`src/sv/obb_pkg.sv`:
```
package obb_pkg;

    typedef struct packed {
        logic [59:0] a_center;
        logic [47:0] a_axis_u;
        logic [47:0] a_axis_v;
        logic [47:0] a_axis_w;
        logic [59:0] a_extents;
        logic [59:0] b_center;
        logic [47:0] b_axis_u;
        logic [47:0] b_axis_v;
        logic [47:0] b_axis_w;
        logic [59:0] b_extents;
    } in_item_t;

    typedef struct packed {
        logic       overlap;
        logic [3:0] separating_axis;
    } out_item_t;

    localparam int NUM_AXES = 15;
    localparam logic [3:0] SEP_NONE = 4'd15;

    // stage handshake toward a register stage
    typedef struct packed {
        logic en;
        logic valid;
    } stg_ctrl_t;

endpackage

```
`src/sv/obb_prep.sv`:
```
module obb_prep
    import obb_pkg::*;
#(
    parameter int CB = 20,
    parameter int AB = 16
) (
    input  logic                 clk,
    input  logic                 rst_n,
    input  stg_ctrl_t            ctrl,
    input  in_item_t             item,
    output logic                 valid_out,
    output logic signed [CB:0]   d [3],
    output logic signed [CB-1:0] ea [3],
    output logic signed [CB-1:0] eb [3],
    output logic signed [AB-1:0] ax [3][3],
    output logic signed [AB-1:0] bx [3][3]
);

    logic                 valid_reg;
    logic signed [CB:0]   d_reg [3];
    logic signed [CB:0]   d_next [3];
    logic signed [CB-1:0] ea_reg [3];
    logic signed [CB-1:0] ea_next [3];
    logic signed [CB-1:0] eb_reg [3];
    logic signed [CB-1:0] eb_next [3];
    logic signed [AB-1:0] ax_reg [3][3];
    logic signed [AB-1:0] ax_next [3][3];
    logic signed [AB-1:0] bx_reg [3][3];
    logic signed [AB-1:0] bx_next [3][3];
    logic [47:0]          aw [3];
    logic [47:0]          bw [3];

    always_comb
    begin
        logic signed [CB-1:0] ac;
        logic signed [CB-1:0] bc;
        aw[0] = item.a_axis_u;
        aw[1] = item.a_axis_v;
        aw[2] = item.a_axis_w;
        bw[0] = item.b_axis_u;
        bw[1] = item.b_axis_v;
        bw[2] = item.b_axis_w;
        for (int k = 0; k < 3; k++)
        begin
            ac = $signed(item.a_center[k*CB +: CB]);
            bc = $signed(item.b_center[k*CB +: CB]);
            d_next[k]  = (CB+1)'(bc) - (CB+1)'(ac);
            ea_next[k] = $signed(item.a_extents[k*CB +: CB]);
            eb_next[k] = $signed(item.b_extents[k*CB +: CB]);
            for (int i = 0; i < 3; i++)
            begin
                ax_next[i][k] = $signed(aw[i][k*AB +: AB]);
                bx_next[i][k] = $signed(bw[i][k*AB +: AB]);
            end
        end
    end

    always_ff @(posedge clk or negedge rst_n)
    begin
        if (!rst_n)
            valid_reg <= 1'b0;
        else if (ctrl.en)
            valid_reg <= ctrl.valid;
    end

    always_ff @(posedge clk)
    begin
        if (ctrl.en)
        begin
            d_reg  <= d_next;
            ea_reg <= ea_next;
            eb_reg <= eb_next;
            ax_reg <= ax_next;
            bx_reg <= bx_next;
        end
    end

    assign valid_out = valid_reg;
    assign d  = d_reg;
    assign ea = ea_reg;
    assign eb = eb_reg;
    assign ax = ax_reg;
    assign bx = bx_reg;

endmodule

```
`config.mk`:
```
export PLATFORM = sky130hd
export DESIGN_NAME = obb_prep
export DESIGN_NICKNAME = d
export VERILOG_FILES = /design/src/sv/obb_pkg.sv /design/src/sv/obb_prep.sv
export SDC_FILE = /design/constraint.sdc
export NUM_CORES = 1
export LEC_CHECK = 0
export BUFFER_PORTS_ARGS = -buffer_cell sky130_fd_sc_hd__buf_2
export CELL_PAD_IN_SITES_DETAIL_PLACEMENT = 0
export CELL_PAD_IN_SITES_GLOBAL_PLACEMENT = 2
export CORE_AREA = 2 2 385 387
export CTS_BUF_LIST = sky130_fd_sc_hd__clkbuf_8
export DETAILED_ROUTE_END_ITERATION = 6
export DIE_AREA = 0 0 387 389
export MAX_ROUTING_LAYER = met4
export PLACE_DENSITY_LB_ADDON = 0.1
export SLEW_MARGIN = 20
export SYNTH_ARGS = -nofsm -noshare
export SYNTH_HDL_FRONTEND = slang
export SYNTH_SLANG_ARGS = --single-unit
```
`constraint.sdc`:
```
create_clock -name clk -period 0.82 [get_ports clk]
set_input_delay 0.164 -clock clk [delete_from_list [all_inputs] [get_ports clk]]
set_output_delay 0.164 -clock clk [all_outputs]
set_load 0.05 [all_outputs]
```
==> metrics <==
status=finished, violations left; failing checks=hold timing, setup timing; Clock Skews=0 ns; FP Rows=141; leading area contributor after synthesis=edfxtp_1; routed vias=16,564; Pins Over Slew Limit=0; Seq/Total Area, Yosys=81.4%; Total GRT Usage=13.5%; Async SR Flop Fraction=0.212%; initial antenna violation count=49; final instance area=40,800 µm²; Layout area overhead=134%; root buffer cell=clkbuf_8; Avg WL per Cell=20.2 µm; Cells after Synth=954; PortBufs=1,003; Final Setup Violations=1,160; DR iter-0 viols=473; Clock transition at path regs=0.06 ns; Worst Setup Slack, final=-0.772 ns; Static Leak=17.1 nW; Post-DP HPWL=81.9 mm; area share of the leading cell type in the synthesized netlist=81.2%; Util after Layout=27.8%; number of fill cells=15,302; TritonCTS sink count=472; Hold Slack=-0.0858 ns; top_reg_cell synth=edfxtp_1; Worst Setup End Kind=output pin; CP arrival=1.43 ns; DRC Markers=0; setup TNS=-521.60 ns; WL final=101 mm; r2r startpoint=valid_out; fin crit period=1.59 ns; Synth Cell Area=17,400 µm²; max incr delay on CP=0.45 ns; DR pass1 iterations=6; GP Congestion=0.795; number of synthesized register bits=472; CP top delay family=flip-flops; Least-Margin Pin Slew=0.614 ns; Die Width=387 µm; die boundary height=389 µm; crit path launch=d[50]; startpoint type of the worst setup path=flop; GR Util met3=6.31%; worst-case clock buffer depth=3; Critical path buffers and inverters=1; io pins=1,004; die area=151,000 µm²; H-Tree Depth=3; Initial Util=11.9%; Pwr Density=1950 nW/µm²; Synthesis Warnings=0; syn avg cell area=18.2 µm²; unrepaired setup endpoints after global routing=true; share of cells above drive strength 1=47.9%; library cells used by synthesis=56; total gr overflow=0; post-synthesis net count=1,549; Detail Route Antenna Nets=0; CTS buffer count=101; worst-skew pair later-pin latency=0.76 ns; f_max=628 MHz; Slew headroom=58.0%; CP Cell Sequence=buf_6; maximum vdd drop=1.37 mV; Worst Hold Launch=item[509]; Setup CP Type=reg -> out; core area=147,000 µm²; Max Cap Viol=0; synth top area cells=edfxtp_1, ha_1, inv_1; Final Total Pwr=79.5 mW; vias in the first global route=18,484; Worst Path Required=0.66 ns; first-pass GRT wire length=140 mm; TritonCTS clock tree=done; Slowest-stage cell, CP=edfxtp_1; DR vias/cell=3.30; met2 usage=24.8%; pin count of the biggest net entering global routing=47; crit path max fanout=1; Global Route met1 Usage=12.1%; final worst-path cycle share=194%; GR peak layer=met2; Post-synth EDFFs=471; final net count=3,577; dpl cell area=28,600 µm²; worst hold path type=in -> reg; Final Hold Fails=5
report_power, final:
group,leakage [nW],total [mW],switching [mW],internal (mW)
Sequential,4.62,30.4,1.24,29.2
Combinational,11.4,23.8,13.1,10.7
Clock,1.11,25.3,12.1,13.2
Total,17.1,79.5,26.5,53.1
cells in the final DEF, fill, tap and decap left out, types with 23 or more instances in the layout:
master / instances
buf_2: 511
xnor2_1: 23
edfxtp_1: 471
buf_4: 182
clkbuf_8: 102
ha_1: 37
buf_6: 397
clkinv_1: 31
inv_1: 105
nor2_1: 27
dlygate4sd3_1: 713
buf_12: 121
path summary, 6_finish.rpt:
| kind | slack [ns] | depth (start not counted) | endpoint |
|---|---|---|---|
| setup reg to reg | 0.05 | 1 | valid_out |
| max in group asynchronous | 0.42 | 3 | valid_out |
| hold / removal | -0.09 | 3 | d[1] |
| hold reg to reg | 0.53 | 1 | valid_out |
| min in group asynchronous | 0.28 | 3 | valid_out |
| setup / recovery | -0.77 | 1 | d[50] |
timing repair:
action                                 in CTS  in global routing
setup buffers                              11                 11
endpoints found under the hold margin     820                 91
pin swaps                                  59                 47
hold buffers                              717                  2
resized for setup                         815                 56
setup endpoints to repair                 519                993
synth_stat cells (2+ instances only):
cell,n
nor2b_1,13
clkbuf_1,7
o211ai_1,5
a211oi_1,6
o31a_1,5
a21o_1,22
a2111oi_0,2
nor4_1,2
inv_1,87
and4_1,2
o22ai_1,4
nand4_1,4
nand2b_1,8
o21bai_1,2
xnor2_1,28
a31oi_1,4
a221oi_1,3
nor2_1,33
ha_1,60
o31ai_1,2
o2111ai_1,3
xor2_1,13
o21a_1,16
and3_1,3
nand3_1,12
o21ai_0,34
nand2_1,21
o21ai_1,2
nand3b_1,3
edfxtp_1,471
fa_1,3
nor3_1,10
a21oi_1,41
metrics by stage:
step / setup slack [ns] / hold WS [ns] / cells
finish: -0.772 / -0.0858 / 5015
CTS: -0.957 / -0.231 / 4986
global placement: -1.57 / -0.0591 / 4077
floorplan: -1.13 / -0.132 / 954
global route: -0.906 / -0.170 / 5012
detailed placement: -1.56 / -0.0592 / 4077
cell families after synthesis:
group	Yosys count	share of synthesized area, %
flops	472	81.4
compound gates	164	6.34
simple gates	119	3.46
buf+inv	94	2.03
fa+ha+maj	63	4.66
xor+xnor	41	2.06
mux	1	0.0647
metal layers:
| metal | wire (µm) | up-vias | share of wire, % |
|---|---|---|---|
| li1 | - | 7766 | - |
| met1 | 33200 | 7926 | 33 |
| met2 | 54300 | 684 | 54 |
| met3 | 10700 | 188 | 11 |
| met4 | 2950 | 0 | 2.9 |
| met5 | 0 | - | 0 |
area by class of cell:
cell class | count | area (µm²) | share of cell area, %
Tap cell | 1930 | 2410 | 5.93
Multi-Input combinational cell | 388 | 3710 | 9.11
Clock buffer | 102 | 1400 | 3.44
Inverter | 87 | 409 | 1.00
Clock inverter | 83 | 529 | 1.30
Sequential cell | 472 | 14200 | 34.8
Antenna cell | 21 | 52.6 | 0.129
Timing Repair Buffer | 1932 | 18100 | 44.3
Power figures use the tool's default switching activity.
