===== src/sv/obb_pkg.sv =====
package obb_pkg;

    typedef struct packed {
        logic [59:0] a_center;
        logic [47:0] a_axis_u;
        logic [47:0] a_axis_v;
        logic [47:0] a_axis_w;
        logic [59:0] a_extents;
        logic [59:0] b_center;
        logic [47:0] b_axis_u;
        logic [47:0] b_axis_v;
        logic [47:0] b_axis_w;
        logic [59:0] b_extents;
    } in_item_t;

    typedef struct packed {
        logic       overlap;
        logic [3:0] separating_axis;
    } out_item_t;

    localparam int NUM_AXES = 15;
    localparam logic [3:0] SEP_NONE = 4'd15;

    // stage handshake toward a register stage
    typedef struct packed {
        logic en;
        logic valid;
    } stg_ctrl_t;

endpackage


===== src/sv/obb_cmp.sv =====
module obb_cmp
    import obb_pkg::*;
#(
    parameter int CB = 20,
    parameter int AB = 16,
    parameter int TW = 39,
    parameter int PW = 56,
    parameter int SW = 75
) (
    input  logic                 clk,
    input  logic                 rst_n,
    input  stg_ctrl_t            ctrl_cmp,
    input  stg_ctrl_t            ctrl_enc,
    input  logic signed [TW-1:0] t [3],
    input  logic signed [PW-1:0] fa_rad [3],
    input  logic signed [SW-1:0] fb_s [3],
    input  logic signed [PW-1:0] fb_rad [3],
    input  logic signed [SW-1:0] cr_s [3][3],
    input  logic signed [PW-1:0] cr_rad [3][3],
    input  logic signed [CB-1:0] ea [3],
    input  logic signed [CB-1:0] eb [3],
    output logic                 cmp_valid,
    output logic                 valid_out,
    output out_item_t            result
);

    localparam int F  = AB - 2;
    localparam int CW = SW + AB + 2;

    logic                  cmp_valid_reg;
    logic [NUM_AXES-1:0]   sep_reg;
    logic [NUM_AXES-1:0]   sep_next;
    logic                  enc_valid_reg;
    out_item_t             result_reg;
    out_item_t             result_next;

    // everything compared at 3F fraction bits
    always_comb
    begin
        logic signed [TW-1:0] at;
        logic signed [SW-1:0] as;
        for (int i = 0; i < 3; i++)
        begin
            at = t[i][TW-1] ? -t[i] : t[i];
            sep_next[i] = (CW'(at) <<< (2*F))
                        > ((CW'(ea[i]) <<< (3*F)) + (CW'(fa_rad[i]) <<< F));
            as = fb_s[i][SW-1] ? -fb_s[i] : fb_s[i];
            sep_next[3+i] = CW'(as)
                          > ((CW'(fb_rad[i]) <<< F) + (CW'(eb[i]) <<< (3*F)));
            for (int j = 0; j < 3; j++)
            begin
                as = cr_s[i][j][SW-1] ? -cr_s[i][j] : cr_s[i][j];
                sep_next[6+3*i+j] = CW'(as) > (CW'(cr_rad[i][j]) <<< F);
            end
        end
    end

    // lowest separating axis wins
    always_comb
    begin
        result_next.overlap = 1'b1;
        result_next.separating_axis = SEP_NONE;
        for (int k = NUM_AXES - 1; k >= 0; k--)
        begin
            if (sep_reg[k])
            begin
                result_next.overlap = 1'b0;
                result_next.separating_axis = 4'(k);
            end
        end
    end

    always_ff @(posedge clk or negedge rst_n)
    begin
        if (!rst_n)
        begin
            cmp_valid_reg <= 1'b0;
            enc_valid_reg <= 1'b0;
        end
        else
        begin
            if (ctrl_cmp.en)
                cmp_valid_reg <= ctrl_cmp.valid;
            if (ctrl_enc.en)
                enc_valid_reg <= ctrl_enc.valid;
        end
    end

    always_ff @(posedge clk)
    begin
        if (ctrl_cmp.en)
            sep_reg <= sep_next;
        if (ctrl_enc.en)
            result_reg <= result_next;
    end

    assign cmp_valid = cmp_valid_reg;
    // encode stage valid is the block's output valid
    assign valid_out = enc_valid_reg;
    assign result    = result_reg;

endmodule


===== config.mk =====
export PLATFORM = sky130hd
export DESIGN_NAME = obb_cmp
export DESIGN_NICKNAME = d
export VERILOG_FILES = /design/src/sv/obb_pkg.sv /design/src/sv/obb_cmp.sv
export SDC_FILE = /design/constraint.sdc
export NUM_CORES = 2
export LEC_CHECK = 0
export ABC_AREA = 1
export ABC_CLOCK_PERIOD_IN_PS = 2300
export BUFFER_PORTS_ARGS = -buffer_cell sky130_fd_sc_hd__clkbuf_2
export CAP_MARGIN = 40
export CORE_AREA = 4 4 763 765
export CTS_CLUSTER_SIZE = 20
export DETAILED_ROUTE_END_ITERATION = 16
export DIE_AREA = 0 0 767 769
export GPL_TIMING_DRIVEN = 0
export PLACE_DENSITY = 0.3
export REMOVE_ABC_BUFFERS = 1
export SYNTH_ARGS = -nofsm -noshare
export SYNTH_HDL_FRONTEND = slang
export SYNTH_SLANG_ARGS = --single-unit

===== constraint.sdc =====
create_clock -name clk -period 2.3 [get_ports clk]
set_clock_uncertainty 0.1 [all_clocks]
set_input_delay 0.345 -clock clk [delete_from_list [all_inputs] [get_ports clk]]
set_output_delay 0.345 -clock clk [all_outputs]
set_load 0.03 [all_outputs]

==> impl_metrics.tcl <==
set metrics [dict create \
    antenna_found_initial 390 \
    synth_top_flop_cell "edfxtp_1" \
    cp.required_ns 2.25 \
    min_to "cmp_valid" \
    largest_reg_flops 15 \
    cpMaxStageDelayCell "ha_1" \
    rsz0062_at_grt "yes" \
    detail_route.first_pass.iterations 6 \
    grt_max_degree 75 \
    slew_headroom_pct 43.5 \
    cts_max_path_buffers 2 \
    clk_pin_slew_ns 0.09 \
    most-common-layout-cells "nand2_1 (2772), inv_1 (1966), clkbuf_2 (1886)" \
    power_mw 21.7 \
    synth_area_um2 64700 \
    worstMarginPinSlew_ns 0.847 \
    hold_violations 0 \
    slowest_delay_ns 0.30 \
    layout_commonest_cell "nand2_1" \
    syn_area_per_cell_um2 5.42 \
    synth_seq_cells 22 \
    period_share_pct 164 \
    drive_above_1_share_pct 29.6 \
    reg2reg_from "sep_reg[1]" \
    placementRows 279 \
    core_area_um2 576000 \
    ant_nets 0 \
    fin_util_pct 16.9 \
    leakage_nw 48.2 \
    wire_per_inst_um 22.6 \
    setup_slack_ns -1.48 \
    grt-ovfl-total 0 \
    min_path_cells 2 \
    status "complete, but fails checks" \
    clockRootBuffer "clkbuf_16" \
    final_max_slew_viol_count 0 \
    dp.cells 21428 \
    die_y_um 769 \
    r2r_slack_ns 0.42 \
    grt_pass1_wl_um 666000 \
    io_pins 1990 \
    syn_inst 11940 \
    dp_hpwl_um 460000 \
    vias_per_cell 3.92 \
    finalNonFillerCells 21986 \
    initial_core_util_pct 11.2 \
    cp_max_fo 4 \
    setup_viol 15 \
    tns_ns -16.36 \
    crit_buf_inv 5 \
    cap_violations 0 \
    vias 86202 \
    cts_tree "built" \
    cts_inserted_buffers 3 \
    seq_area_frac_synth_pct 1.01 \
    drt_iter0_drc 4481 \
    max_freq_ghz 0.265 \
    track_usage_pct 15.9 \
    synth_cell_types 57 \
    drc_errors 0 \
    min_period_ns 3.78 \
    endpoint_kind "flip-flop" \
    port-buffer-count 1989 \
    synthArstFlopShare_pct 9.09 \
    worst_ep_arrival_time_ns 3.73 \
    numClockSinks 22 \
    hold_start "ctrl_cmp[0]" \
    peakVddDrop_uv 255 \
    dieArea_um2 590000 \
    num-fill-cells 67985 \
    final_cell_area_um2 97400 \
    nNetsFinal 17295 \
    cp_top_family "simple AND/OR/NAND/NOR gates" \
    r2r_cells 6 \
    critPathKind "input pin to flip-flop" \
    p_per_area_nw_per_um2 222 \
    critPathMostFrequentCell "nor2_4" \
    grt_pass1_vias 85212 \
    worstSkewPairLatency_ns 0.31 \
    areaGrowthSynthToFinish_pct 50.6 \
    violations "negative setup slack" \
    r2r-end "result[4]" \
    critPathLaunchType "input pin" \
    synth-edff-count 20 \
    die_w_um 767 \
    worstSetupPathDepth 26 \
    wl_um 497000 \
    hp-class "input pin to flip-flop" \
    htreeDepth 1 \
    ys_warn_count 0 \
    gp_congestion 0.918 \
    placed_cell_area_um2 84100 \
]
[layer usage]
metal	track usage, %	up-vias	share of wire [%]
met5	0	-	0.18
met4	4.94	142	3.7
met3	2.61	744	4.9
met2	30.0	2510	51
met1	18.2	39655	40
li1	-	43151	-
[final cells by class]
cell class	count	area, um^2	area share, %
Multi-Input combinational cell	9710	64400	66.1
Timing Repair Buffer	2443	14500	14.9
Tap cell	7587	9490	9.75
Inverter	2093	8000	8.21
Sequential cell	22	651	0.668
Antenna cell	127	318	0.326
Clock buffer	3	75.1	0.0771
Clock inverter	1	30.0	0.0308
[synth_stat cells (20+ instances only)]
library cell	number	area [um^2]
a21o_1	51	383
a21oi_1	655	3280
buf_1	28	105
clkbuf_1	69	259
edfxtp_1	20	601
ha_1	1033	12900
inv_1	2058	7720
inv_2	29	109
nand2_1	3076	11500
nand2_2	32	200
nand3_1	854	4270
nand3b_1	49	368
nand4_1	364	2280
nor2_1	1652	6200
nor2_2	53	332
nor2_4	35	394
nor3_1	201	1010
nor4_1	70	438
o21a_1	45	338
o21ai_0	349	1750
o21ai_1	100	500
o21bai_1	31	233
or2_2	26	163
xnor2_1	182	1590
xor2_1	687	6020
[stage by stage]
step	setup slack [ns]	hold WS (ns)
6_report	-1.48	0.176
5_1_grt	-1.63	0.158
4_1_cts	-1.54	0.153
3_5_place_dp	-3.28	0.0964
3_3_place_gp	-4.80	0.0946
2_1_floorplan	-0.989	-0.0506
[logic make-up after synthesis]
| logic type | count (synthesis) | share of synthesized area [%] |
|---|---|---|
| AND/OR/NAND/NOR | 6488 | 43.1 |
| multiplexers | 2 | 0.0348 |
| XOR/XNOR | 870 | 11.8 |
| flip-flops | 22 | 1.01 |
| buffers and inverters | 2208 | 12.9 |
| adder cells (fa/ha/maj) | 1039 | 20.2 |
| AO/OA/AOI/OAI | 1311 | 11.0 |
[report_power, final]
part	switching [mW]	internal, mW
logic	12.7	7.81
clock network	0.251	0.350
registers	0.0520	0.510
[what timing repair did]
action	4_1_cts	5_1_grt
endpoints found under the setup margin	15	16
hold buffers	1	0
resized for setup	1246	1142
endpoints found under the hold margin	2	0
pin swaps	397	585
setup buffers	242	190
[worst reg2reg max path, stage by stage (launching register included)]
cell and delay, ns:
edfxtp_1 0.40, or2_2 0.37, nor3_2 0.32, inv_1 0.12
nor2_1 0.17, inv_1 0.06, nor4_1 0.16
[how the worst max path moves through the flow]
stage	to	start
5_1_grt	sep_reg[5]	eb[0]
4_1_cts	sep_reg[14]	cr_s[1]
6_report	sep_reg[14]	cr_s[0]
3_3_place_gp	sep_reg[13]	cr_s[149]
3_5_place_dp	sep_reg[7]	cr_s[549]
2_1_floorplan	sep_reg[4]	fb_rad[84]
No activity file was read; power rests on OpenSTA's default activity.
